--- src/hw/rtl/date_add_subtract_days_top_defines.svh ---
// Assertion macros for the date add/subtract block.
`ifndef DATE_ADD_SUBTRACT_DAYS_TOP_DEFINES_SVH
`define DATE_ADD_SUBTRACT_DAYS_TOP_DEFINES_SVH
`ifndef ASSERT_OFF
// Clocked check, switched off while reset is asserted
`define DAD_ASSERT(lbl, clk, rst_n, prop, msg) \
	lbl: assert property (@(posedge clk) disable iff (!rst_n) prop) else $error(msg);
// Clocked check that also holds during reset
`define DAD_ASSERT_NR(lbl, clk, prop, msg) \
	lbl: assert property (@(posedge clk) prop) else $error(msg);
`else
`define DAD_ASSERT(lbl, clk, rst_n, prop, msg)
`define DAD_ASSERT_NR(lbl, clk, prop, msg)
`endif
`endif

--- src/hw/rtl/dad_pkg.sv ---
// Shared types, constants and month length function for the date add/subtract block.
`default_nettype none
package dad_pkg;

	localparam int YEAR_W  = 14;
	localparam int MONTH_W = 4;
	localparam int DAY_W   = 5;
	localparam int CNT_W   = 16;

	localparam logic [YEAR_W-1:0]  YEAR_MIN  = 14'd1;
	localparam logic [YEAR_W-1:0]  YEAR_MAX  = 14'd9999;
	localparam logic [MONTH_W-1:0] MONTH_JAN = 4'd1;
	localparam logic [MONTH_W-1:0] MONTH_FEB = 4'd2;
	localparam logic [MONTH_W-1:0] MONTH_APR = 4'd4;
	localparam logic [MONTH_W-1:0] MONTH_JUN = 4'd6;
	localparam logic [MONTH_W-1:0] MONTH_SEP = 4'd9;
	localparam logic [MONTH_W-1:0] MONTH_NOV = 4'd11;
	localparam logic [MONTH_W-1:0] MONTH_DEC = 4'd12;
	localparam logic [DAY_W-1:0]   DAY_FIRST = 5'd1;
	localparam logic [DAY_W-1:0]   DAY_LAST  = 5'd31;

	// Operation selected by tuser
	localparam logic KIND_ADD = 1'b0;
	localparam logic KIND_SUB = 1'b1;

	typedef enum logic [2:0] {
		ST_IDLE,
		ST_PREP,
		ST_CLAMP,
		ST_WALK,
		ST_DONE
	} dad_state_t;

	// Result of one month step of the walk unit
	typedef struct packed {
		logic [YEAR_W-1:0]  year;
		logic [MONTH_W-1:0] month;
		logic [DAY_W-1:0]   day;
		logic [CNT_W-1:0]   count;
		logic               done;
		logic               sat;
	} dad_step_t;

	// Days in a month (1..12) given the leap flag of its year
	function automatic logic [DAY_W-1:0] dad_month_len(input logic [MONTH_W-1:0] month,
		input logic leap);
		logic [DAY_W-1:0] len;
		case (month)
			MONTH_FEB: len = leap ? 5'd29 : 5'd28;
			MONTH_APR, MONTH_JUN, MONTH_SEP, MONTH_NOV: len = 5'd30;
			default: len = 5'd31;
		endcase
		return len;
	endfunction

endpackage
`default_nettype wire

--- src/hw/rtl/date_add_subtract_days_top.sv ---
// Top level of the Gregorian date add/subtract block: sequencer, state and output register.
//
// Takes a date (year, month, day), a day count and a kind (add or subtract) and gives the
// date that lies that many days later or earlier. Out-of-range input fields are clamped
// first (year to 1..9999, month to 1..12, day to 1..month length). A result before
// 0001-01-01 or after 9999-12-31 saturates to that bound with out_of_range set. One item
// is worked at a time: after acceptance the PREP state loads the leap flag and the CLAMP
// state clamps the day, then the month step unit moves one month per cycle in the WALK
// state. The result is loaded into an output register in the DONE state, which waits
// while that register still holds an untaken result; the next item is taken once the
// block is idle again, even while the loaded result waits to be taken.
`default_nettype none
`include "date_add_subtract_days_top_defines.svh"
module date_add_subtract_days_top
	import dad_pkg::*;
(
	input  wire logic        clk,
	input  wire logic        arst_n,
	input  wire logic        s_tvalid,
	output logic             s_tready,
	// s_tdata from bit 0: year_in[13:0], month_in[17:14], day_in[22:18],
	// day_count[38:23], zero[39]
	input  wire logic [39:0] s_tdata,
	// s_tuser: kind
	input  wire logic        s_tuser,
	output logic             m_tvalid,
	input  wire logic        m_tready,
	// m_tdata from bit 0: year_out[13:0], month_out[17:14], day_out[22:18], zero[23]
	output logic [23:0]      m_tdata,
	// m_tuser: out_of_range
	output logic             m_tuser
);

	dad_state_t state_q, state_d;

	logic               kind_q;
	logic [YEAR_W-1:0]  year_q;
	logic [MONTH_W-1:0] month_q;
	logic [DAY_W-1:0]   day_q;
	logic [CNT_W-1:0]   count_q;
	logic               oor_q;
	logic               leap;
	dad_step_t          step;

	logic               m_tvalid_q;
	logic [YEAR_W-1:0]  m_year_q;
	logic [MONTH_W-1:0] m_month_q;
	logic [DAY_W-1:0]   m_day_q;
	logic               m_oor_q;

	logic               accept;
	logic               load_out;
	logic [YEAR_W-1:0]  year_raw;
	logic [MONTH_W-1:0] month_raw;
	logic [YEAR_W-1:0]  year_clamp;
	logic [MONTH_W-1:0] month_clamp;
	logic [DAY_W-1:0]   len_cur;

	dad_leap u_leap (
		.clk  (clk),
		.year (year_q),
		.leap (leap)
	);

	dad_walk u_walk (
		.kind  (kind_q),
		.year  (year_q),
		.month (month_q),
		.day   (day_q),
		.count (count_q),
		.leap  (leap),
		.step  (step)
	);

	// Clamp year and month of the incoming item
	always_comb begin
		year_raw    = s_tdata[13:0];
		month_raw   = s_tdata[17:14];
		year_clamp  = (year_raw < YEAR_MIN) ? YEAR_MIN
			: (year_raw > YEAR_MAX) ? YEAR_MAX : year_raw;
		month_clamp = (month_raw < MONTH_JAN) ? MONTH_JAN
			: (month_raw > MONTH_DEC) ? MONTH_DEC : month_raw;
		len_cur     = dad_month_len(month_q, leap);
	end

	// Next state
	always_comb begin
		state_d = state_q;
		case (state_q)
			ST_IDLE:  if (s_tvalid) state_d = ST_PREP;
			ST_PREP:  state_d = ST_CLAMP;
			ST_CLAMP: state_d = ST_WALK;
			ST_WALK:  if (step.done || step.sat) state_d = ST_DONE;
			ST_DONE:  if (!m_tvalid_q || m_tready) state_d = ST_IDLE;
			default:  state_d = ST_IDLE;
		endcase
	end

	// Handshake and output load strobes
	always_comb begin
		s_tready = (state_q == ST_IDLE);
		accept   = s_tvalid && s_tready;
		load_out = (state_q == ST_DONE) && (!m_tvalid_q || m_tready);
	end

	always_ff @(posedge clk or negedge arst_n) begin
		if (!arst_n) begin
			state_q <= ST_IDLE;
		end else begin
			state_q <= state_d;
		end
	end

	// Working date and remaining count
	always_ff @(posedge clk) begin
		if (accept) begin
			kind_q  <= s_tuser;
			year_q  <= year_clamp;
			month_q <= month_clamp;
			day_q   <= s_tdata[22:18];
			count_q <= s_tdata[38:23];
			oor_q   <= 1'b0;
		end else if (state_q == ST_CLAMP) begin
			if (day_q < DAY_FIRST) begin
				day_q <= DAY_FIRST;
			end else if (day_q > len_cur) begin
				day_q <= len_cur;
			end
		end else if (state_q == ST_WALK) begin
			year_q  <= step.year;
			month_q <= step.month;
			day_q   <= step.day;
			count_q <= step.count;
			oor_q   <= step.sat;
		end
	end

	// Output register
	always_ff @(posedge clk or negedge arst_n) begin
		if (!arst_n) begin
			m_tvalid_q <= 1'b0;
		end else if (load_out) begin
			m_tvalid_q <= 1'b1;
		end else if (m_tready) begin
			m_tvalid_q <= 1'b0;
		end
	end

	always_ff @(posedge clk) begin
		if (load_out) begin
			m_year_q  <= year_q;
			m_month_q <= month_q;
			m_day_q   <= day_q;
			m_oor_q   <= oor_q;
		end
	end

	assign m_tvalid = m_tvalid_q;
	assign m_tdata  = {1'b0, m_day_q, m_month_q, m_year_q};
	assign m_tuser  = m_oor_q;

	// Accepting an item closes the input until the result is loaded into the output register
	`DAD_ASSERT(a_busy_after_accept, clk, arst_n, accept |=> !s_tready, "ready after accept")
	// A saturated result is one of the two bounds
	`DAD_ASSERT(a_sat_bound, clk, arst_n, (m_tvalid && m_tuser) |-> ((m_tdata[13:0] == YEAR_MIN && m_tdata[17:14] == MONTH_JAN && m_tdata[22:18] == DAY_FIRST) || (m_tdata[13:0] == YEAR_MAX && m_tdata[17:14] == MONTH_DEC && m_tdata[22:18] == DAY_LAST)), "saturated date off bound")
	// Every delivered date has year and month in range and a nonzero day
	`DAD_ASSERT(a_date_legal, clk, arst_n, m_tvalid |-> (m_tdata[17:14] != 4'd0 && m_tdata[17:14] <= MONTH_DEC && m_tdata[22:18] != 5'd0 && m_tdata[13:0] != 14'd0 && m_tdata[13:0] <= YEAR_MAX), "illegal result date")
	// Reset leaves no result pending
	`DAD_ASSERT_NR(a_reset_empty, clk, !arst_n |-> !m_tvalid, "result valid in reset")

endmodule
`default_nettype wire

--- src/hw/rtl/dad_leap.sv ---
// Registered Gregorian leap year flag for the current year.
`default_nettype none
module dad_leap
	import dad_pkg::*;
(
	input  wire logic              clk,
	input  wire logic [YEAR_W-1:0] year,
	output logic                   leap
);

	// Reciprocal of 25 scaled by 2^17, exact for all 14-bit years
	localparam logic [12:0] RECIP_25 = 13'd5243;

	logic [26:0] prod;
	logic [9:0]  quot;
	logic [14:0] quot_x25;
	logic        div25;
	logic        leap_d;

	// Divisible by 100 means by 4 and 25; by 400 means by 16 and 25
	always_comb begin
		prod     = 27'(year) * 27'(RECIP_25);
		quot     = prod[26:17];
		quot_x25 = {1'b0, quot, 4'b0} + {2'b0, quot, 3'b0} + {5'b0, quot};
		div25    = (quot_x25[13:0] == year);
		leap_d   = (year[1:0] == 2'd0) && (!div25 || (year[3:0] == 4'd0));
	end

	// Register the flag, so that it follows the year register in the cycle after
	always_ff @(posedge clk) begin
		leap <= leap_d;
	end

endmodule
`default_nettype wire

--- src/hw/rtl/dad_walk.sv ---
// Month step unit: one shared compare/subtract that moves the date by up to one month.
`default_nettype none
module dad_walk
	import dad_pkg::*;
(
	input  wire logic               kind,
	input  wire logic [YEAR_W-1:0]  year,
	input  wire logic [MONTH_W-1:0] month,
	input  wire logic [DAY_W-1:0]   day,
	input  wire logic [CNT_W-1:0]   count,
	input  wire logic               leap,
	output dad_step_t               step
);

	logic [DAY_W-1:0]   len;
	logic [DAY_W-1:0]   room;
	logic [DAY_W:0]     span;
	logic [CNT_W:0]     diff;
	logic [MONTH_W-1:0] prev_month;

	always_comb begin
		len        = dad_month_len(month, leap);
		room       = len - day;
		// Days that cross out of this month: to the next first, or before the first
		span       = (kind == KIND_SUB) ? {1'b0, day} : ({1'b0, room} + 6'd1);
		diff       = {1'b0, count} - {{(CNT_W-DAY_W){1'b0}}, span};
		prev_month = (month == MONTH_JAN) ? MONTH_DEC : month - 4'd1;

		step.year  = year;
		step.month = month;
		step.day   = day;
		step.count = diff[CNT_W-1:0];
		step.done  = 1'b0;
		step.sat   = 1'b0;

		if (diff[CNT_W]) begin
			// Remaining count stays inside this month
			step.done  = 1'b1;
			step.count = count;
			step.day   = (kind == KIND_SUB) ? day - count[DAY_W-1:0]
				: day + count[DAY_W-1:0];
		end else if (kind == KIND_ADD) begin
			// Advance to the first of the next month
			step.day = DAY_FIRST;
			if (month == MONTH_DEC) begin
				if (year == YEAR_MAX) begin
					step.sat   = 1'b1;
					step.month = MONTH_DEC;
					step.day   = DAY_LAST;
				end else begin
					step.year  = year + 14'd1;
					step.month = MONTH_JAN;
				end
			end else begin
				step.month = month + 4'd1;
			end
		end else begin
			// Back up to the last day of the previous month
			step.month = prev_month;
			step.day   = dad_month_len(prev_month, leap);
			if (month == MONTH_JAN) begin
				if (year == YEAR_MIN) begin
					step.sat   = 1'b1;
					step.month = MONTH_JAN;
					step.day   = DAY_FIRST;
				end else begin
					step.year = year - 14'd1;
				end
			end
		end
	end

endmodule
`default_nettype wire
--- config.mk ---
export PLATFORM = sky130hd
export DESIGN_NAME = date_add_subtract_days_top
export DESIGN_NICKNAME = d
export VERILOG_FILES = /design/src/hw/rtl/dad_pkg.sv /design/src/hw/rtl/date_add_subtract_days_top.sv /design/src/hw/rtl/dad_leap.sv /design/src/hw/rtl/dad_walk.sv
export VERILOG_INCLUDE_DIRS = /design/src /design/src/hw/rtl
export SDC_FILE = /design/constraint.sdc
export NUM_CORES = 1
export LEC_CHECK = 0
export ABC_AREA = 1
export BUFFER_PORTS_ARGS = -buffer_cell sky130_fd_sc_hd__buf_2
export CAP_MARGIN = 5
export CORE_MARGIN = 2
export CORE_UTILIZATION = 25
export CTS_CLUSTER_DIAMETER = 60
export DETAILED_ROUTE_END_ITERATION = 6
export PLACE_DENSITY = 0.37
export SLEW_MARGIN = 15
export SYNTH_ARGS = -nofsm -noshare
export SYNTH_HDL_FRONTEND = slang
export SYNTH_SLANG_ARGS = --single-unit
--- constraint.sdc ---
create_clock -name clk -period 7.6 [get_ports clk]
set_clock_uncertainty 0.05 [all_clocks]
set_input_delay 0.76 -clock clk [delete_from_list [all_inputs] [get_ports clk]]
set_output_delay 0.76 -clock clk [all_outputs]
set_load 0.05 [all_outputs]
==> results.cfg, run 1 <==
[placement]
place_congestion = 0.784
dpl.cell_count = 1745
port_buffers = 69
place_hpwl_um = 24200

[global_route]
overflow = 0
track_usage_pct = 14.9
antenna_found_initial = 0
grt_pass1_wl_um = 44900
grt_pass1_vias = 7857
grt_max_degree = 38

[sta]
slew_violations = 0
worst_pin_slew_ps = 941
setup_violations = 0
max_slew_margin_pct = 37.2
fin_crit_ps = 7010
max_freq_mhz = 143
whs_ps = 170
tns_ps = 0
hold_violations = 0
fin_crit_sh_pct = 92.2
rsz0062_at_grt = no

[finish]
ff_latch_area_um2 = 2060
nets = 1523
drive_gt1_share_pct = 14.4
stdcell_count = 1764
area_growth_pct = 16.7
fillers = 4127
multiInputGateArea_um2 = 6650

[synth]
syn_avg_cell_area_um2 = 8.46
async_flop_share_pct = 5.71
mappedNetlistArea_um2 = 9580
syn_inst = 1132
synth.yosys.seq_area_share_pct = 21.5
yosysWarnings = 0
synth_cell_types = 62
synthFlopType = edfxtp_1
synth_fp_nets = 1407
synth-seq-cells = 70
synth_edf_count = 64

[route]
routed_wl_um = 28600
drtIter0Drc = 365
drcViolationCount = 0
first_pass_iters = 5
num_vias = 7736
via_per_inst = 4.39
avgRoutedWirePerCell_um = 16.2
ant_nets = 0

[setup_path]
crit_top_cell = fa_1
cp_slowest_cell = fa_1
crit_arrival_ps = 7210
required_ps = 7800
cp_num_buf_inv = 7
path_max_fanout = 6
max_stage_delay_ps = 550
critPathLaunchType = register
critPathCaptureType = register
critPathKind = reg2reg
cp_top_family = adder cells

[clock_network]
clk_latency_ps = 350
cts_made_buffers = 9
cts_tree = done
htree_levels = 3
cts_sinks = 70
clkSlewWorstSetupHoldPaths_ps = 70
cts_root_buffer = clkbuf_16
cts_buffer_depth = 2

[die]
chipWidth_um = 200
start_util_pct = 25.4
io_pins = 72
fp-row-count = 71
fp.dieH_um = 200
fp.coreArea_um2 = 37700
dieArea_um2 = 39900

[hold_path]
hold_class = in2async

[run]
drv_cap = 0

[outcome]
outcome = complete, no violations
## cell usage after synthesis (13+ instances only)
library cell | n | area, um2
nand3_1 | 53 | 265
fa_1 | 73 | 1460
edfxtp_1 | 64 | 1920
inv_1 | 211 | 792
nor2_1 | 67 | 251
xnor2_1 | 15 | 131
o21ai_0 | 45 | 225
a21oi_1 | 47 | 235
nand4_1 | 13 | 81.3
nand2_1 | 209 | 785
xor2_1 | 31 | 272
ha_1 | 157 | 1960
## area by class of cell
class | instances | share of cell area [%]
inverters | 221 | 7.43
well taps | 511 | 5.72
multi-input cells | 833 | 59.5
clock buffers | 9 | 2.01
clock inverters | 6 | 0.784
flip-flops and latches | 70 | 18.4
repair buffers | 113 | 6.04
diodes | 1 | 0.0224
## per-layer routing
metal / vias up / GRT usage (%) / share of wire (%)
met5: - / 0 / 0
met4: 0 / 2.63 / 0.89
met3: 15 / 1.50 / 2.6
met2: 100 / 24.6 / 46
met1: 3679 / 21.3 / 50
li1: 3942 / - / -
## final timing paths
kind / startpoint / end / slack [ps] / depth (start not counted)
max reg2reg: year_q[7] / u_leap.leap / 590 / 32
min: arst_n / state_q[0] / 170 / 1
max in group asynchronous: arst_n / state_q[2] / 7210 / 1
max: year_q[7] / u_leap.leap / 590 / 32
min reg2reg: oor_q / m_tuser / 380 / 0
min in group clk: oor_q / m_tuser / 380 / 0
## timing repair
action                                  CTS  global route
hold buffers                              0             0
setup buffers                             0             3
endpoints found under the setup margin    0             1
resized for setup                         0             1
## kinds of logic (layout without fill, tap and decap cells)
group | after synthesis | in the layout | share of synthesized area (%)
other cells | 1 | 2 | 0.0392
xor+xnor | 46 | 46 | 4.21
flops | 70 | 70 | 21.5
simple gates | 389 | 389 | 18.3
compound gates | 167 | 167 | 11.0
fa+ha+maj | 230 | 230 | 35.8
buf+inv | 229 | 349 | 9.15
## flip-flops by register name, summed over array words and instances (netlist names)
signal       count
m_day_q          5
oor_q            1
m_year_q        14
count_q         16
state_q          3
u_leap.leap      1
m_tvalid         1
year_q          14
month_q          4
kind_q           1
m_month_q        4
day_q            5
m_tuser          1
## worst reg2reg max path: cells and delay by family (launching register included)
kind / cells / cell delay (ps)
adders and majority gates: 9 / 3710
and+or+nand+nor: 12 / 1360
buffers and inverters: 7 / 650
DFF: 1 / 520
AOI/OAI and AO/OA: 3 / 380
xor gates and xnor gates: 1 / 240
## layout by cell type (no fill, tap or decap), types with 9 or more instances in the layout
master,instances
nand3_1,53
o21ai_1,9
xor2_1,30
nand2_1,209
buf_4,44
xnor2_1,15
edfxtp_1,64
nor2_2,9
o21ai_0,45
buf_2,69
nor2_1,66
clkbuf_16,9
nand4_1,13
inv_1,211
ha_1,157
fa_1,73
inv_2,9
a21oi_1,47
## stage by stage
| step | instance area, um2 | setup WS, ps | utilization (%) |
|---|---|---|---|
| 2_1_floorplan | 9580 | 876 | - |
| 3_3_place_gp | 10800 | 389 | 28.8 |
| 3_5_place_dp | 10800 | 359 | 28.8 |
| 4_1_cts | 11100 | 342 | 29.6 |
| 5_1_grt | 11200 | 2.46 | 29.7 |
| 6_report | 11200 | 590 | 29.7 |
Power of run 1 is left out: the tool's default activity adds up to more than one toggle a clock period on the data nets, which glitch-free logic cannot reach.
==> run 2, diff against run 1 <==
--- a/config.mk
+++ b/config.mk
@@ -9,11 +9,12 @@
 export ABC_AREA = 1
 export BUFFER_PORTS_ARGS = -buffer_cell sky130_fd_sc_hd__buf_2
 export CAP_MARGIN = 5
-export CORE_MARGIN = 2
-export CORE_UTILIZATION = 25
+export CORE_MARGIN = 4
+export CORE_UTILIZATION = 50
+export CTS_BUF_LIST = sky130_fd_sc_hd__clkbuf_8
 export CTS_CLUSTER_DIAMETER = 60
 export DETAILED_ROUTE_END_ITERATION = 6
-export PLACE_DENSITY = 0.37
+export PLACE_DENSITY = 0.65
 export SLEW_MARGIN = 15
 export SYNTH_ARGS = -nofsm -noshare
 export SYNTH_HDL_FRONTEND = slang
==> results.cfg, run 2 (same netlist as run 1, synthesis figures left out) <==
[outcome]
outcome = complete, but fails checks
violations = DRC

[sta]
hold_violations = 0
rsz0062_at_grt = no
setup_slack_ps = 429
fin_crit_sh_pct = 94.4
worst_pin_slew_ps = 876
slew_violations = 0
max_slew_margin_pct = 41.5
max_freq_mhz = 139
setup_violations = 0
fin_crit_ps = 7170
tns_ps = 0

[route]
first_pass_iters = 7
via_per_inst = 5.27
drcViolationCount = 4
drtIter0Drc = 519
num_vias = 7753
routed_wl_um = 23100
avgRoutedWirePerCell_um = 15.7
ant_nets = 0

[global_route]
overflow = 0
track_usage_pct = 22.2
antenna_found_initial = 0
grt_max_degree = 38
grt_pass1_wl_um = 38500
grt_pass1_vias = 7548

[finish]
stdcell_count = 1470
final_cell_mix = 212 x inv_1, 209 x nand2_1, 157 x ha_1
n_antenna_cell = 0
largest_reg_flops = 16
area_growth_pct = 10.9
nets = 1506
final_common_cell = inv_1
drive_gt1_share_pct = 13.4
top_regs = count_q (16), m_year_q (14), year_q (14)
fillers = 1760
top_register = count_q

[hold_path]
hold_class = in2async

[clock_network]
clk_latency_ps = 360
htree_levels = 3
cts_buffer_depth = 2
cts_root_buffer = clkbuf_8
cts_sinks = 70
cts_made_buffers = 9
clkSlewWorstSetupHoldPaths_ps = 90
postCtsHoldBufs = 0
cts_tree = done

[setup_path]
crit_top_cell = inv_1
critPathCaptureType = register
crit_arrival_ps = 7380
cp_num_buf_inv = 7
required_ps = 7810
critPathLaunchType = register
max_stage_delay_ps = 540
critPathKind = reg2reg
rrSetupSlack_ps = 430
path_max_fanout = 6
cp_slowest_cell = edfxtp_1
cp_top_family = adder cells

[placement]
dp_slack_ps = 321
dpl.cell_count = 1447
place_hpwl_um = 19300
port_buffers = 69
place_congestion = 0.889

[die]
dieArea_um2 = 21400
fp.dieH_um = 146
fp-row-count = 50
fp.coreArea_um2 = 18800
chipWidth_um = 146
io_pins = 72
start_util_pct = 51.0

[run]
drv_cap = 0
[run 2: routing by layer]
layer	vias to the layer above	wire length [um]	track usage, %	part of all wire [%]
li1	3914	-	-	-
met3	24	913	2.76	3.9
met5	-	0	0	0
met1	3649	11300	32.8	49
met2	166	10600	35.6	46
met4	0	260	3.76	1.1
[run 2: timing repair]
action	in CTS	in global routing
gates resized for setup	0	4
setup endpoints to repair	0	1
buffers inserted	0	7
[run 2: through the flow]
stage	hold slack (ps)	cell area, um2	utilization [%]
2_1_floorplan	359	9580	-
3_3_place_gp	364	10300	55.0
3_5_place_dp	372	10300	55.0
4_1_cts	120	10500	56.2
5_1_grt	114	10600	56.6
6_report	131	10600	56.6
[run 2: path summary, 6_finish.rpt]
check / cells after the start / to / from
worst max-delay path: 32 / u_leap.leap / year_q[8]
worst min-delay path: 1 / m_tvalid / arst_n
worst max register to register: 32 / u_leap.leap / year_q[8]
worst min register to register: 0 / m_tuser / oor_q
max in group asynchronous: 1 / state_q[0] / arst_n
min in group clk: 0 / m_tuser / oor_q
[run 2: final cells by class]
cell class	instances	area, um2	share of cell area (%)
Inverter	221	831	7.82
Multi-Input combinational cell	833	6670	62.8
Timing Repair Buffer	96	548	5.16
Sequential cell	70	2060	19.4
Clock buffer	9	124	1.17
Tap cell	234	293	2.76
Clock inverter	7	90.1	0.848
Power of run 2 is left out for the same reason.
==> run 3, diff against run 2 <==
==> constraint.sdc (replaced) <==
create_clock -name clk -period 7.33 [get_ports clk]
set_clock_uncertainty 0.05 [all_clocks]
set_input_delay 0.733 -clock clk [delete_from_list [all_inputs] [get_ports clk]]
set_output_delay 0.733 -clock clk [all_outputs]
set_load 0.05 [all_outputs]
==> results.cfg, run 3 (same netlist as run 1, synthesis figures left out) <==
[outcome]
outcome = complete, no violations

[clock_network]
cts_sinks = 70
clkSlewWorstSetupHoldPaths_ps = 90
cts_buffer_depth = 2
clk_latency_ps = 370
cts_made_buffers = 9
cts_root_buffer = clkbuf_8
htree_levels = 3
cts_tree = done
postCtsHoldBufs = 0

[die]
fp-row-count = 50
dieArea_um2 = 21400
fp.coreArea_um2 = 18800
start_util_pct = 51.0
fp.dieH_um = 146
chipWidth_um = 146
io_pins = 72

[route]
first_pass_iters = 4
num_vias = 7846
avgRoutedWirePerCell_um = 16.0
ant_nets = 0
routed_wl_um = 23800
drcViolationCount = 0
drtIter0Drc = 476
via_per_inst = 5.27

[global_route]
grt_pass1_wl_um = 38700
antenna_found_initial = 0
track_usage_pct = 22.5
grt_max_degree = 38
grt_pass1_vias = 7597
overflow = 0

[placement]
place_congestion = 0.887
port_buffers = 69
postPlaceCellArea_um2 = 10400
place_hpwl_um = 19600

[sta]
max_freq_mhz = 143
fin_crit_sh_pct = 95.7
fin_crit_ps = 7010
hold_violations = 0
setup_violations = 0
max_slew_margin_pct = 39.8
worst_pin_slew_ps = 902
slew_violations = 0

[setup_path]
crit_top_cell = fa_1
rrSetupSlack_ps = 320
cp_top_family = adder cells
crit_arrival_ps = 7230
r2r-end = u_leap.leap
critPathCaptureType = register
worstReg2RegStart = year_q[9]
cp_num_buf_inv = 6
r2r_cells = 32
critPathLaunchType = register
cp_slowest_cell = edfxtp_1
max_stage_delay_ps = 570
required_ps = 7540
path_max_fanout = 6
critPathKind = reg2reg

[finish]
largest_reg_flops = 16
ff_latch_area_um2 = 2060
fillers = 1724
final_common_cell = inv_1
top_register = count_q
top_regs = count_q (16), m_year_q (14), year_q (14)
area_growth_pct = 13.0
nets = 1525
final_cell_mix = 212 x inv_1, 207 x nand2_1, 154 x ha_1
multiInputGateArea_um2 = 6740
drive_gt1_share_pct = 15.9
n_antenna_cell = 0
final_area_um2 = 10800

[hold_path]
hold_class = in2async

[run]
drv_cap = 0
run 3: changes by cell type in the layout (fill, tap and decap cells not counted), moves of 3 or more:
cell     previous run  this run
nor2_1             66        63
a21oi_2             6        10
ha_1              157       154
nor2_2              9        12
a21oi_1            45        41
buf_4              27        45
run 3: worst max-delay path by stage:
stage,startpoint,to,slack [ps],depth (start not counted)
2_1_floorplan,year_q[11],u_leap.leap,610,31
3_3_place_gp,year_q[10],u_leap.leap,210,30
3_5_place_dp,year_q[10],u_leap.leap,110,30
4_1_cts,year_q[10],u_leap.leap,90,30
5_1_grt,year_q[8],u_leap.leap,-40,31
6_report,year_q[9],u_leap.leap,320,32
run 3: through the flow:
stage               hold WS, ps  instances  worst slack (ps)  util, %  setup TNS, ps
detailed placement          375       1457               106     55.5              0
CTS                        86.6       1473              91.7     56.5              0
floorplan                   359       1132               606        -              0
global placement            365       1457               205     55.5              0
finish                     99.0       1489               316     57.7              0
global route               90.3       1489             -42.6     57.7          -42.6
run 3: timing repair:
| item | CTS | global route |
|---|---|---|
| endpoints found under the setup margin | 0 | 1 |
| buffers inserted | 0 | 16 |
| gates resized for setup | 0 | 19 |
| endpoints found under the hold margin | 0 | 0 |
run 3: cell type report:
| cell class | count | share of cell area, % |
|---|---|---|
| Clock buffer | 9 | 1.14 |
| Multi-Input combinational cell | 833 | 62.2 |
| Timing Repair Buffer | 115 | 6.50 |
| Sequential cell | 70 | 19.1 |
| Tap cell | 234 | 2.71 |
| Inverter | 221 | 7.68 |
| Clock inverter | 7 | 0.682 |
run 3: layer usage:
| layer | routed length, um | global-route usage [%] | vias up |
|---|---|---|---|
| li1 | - | - | 3960 |
| met5 | 0 | 0 | - |
| met2 | 10900 | 36.0 | 165 |
| met4 | 391 | 4.61 | 0 |
| met1 | 11500 | 32.7 | 3689 |
| met3 | 1020 | 3.13 | 32 |
Power of run 3 is left out for the same reason.
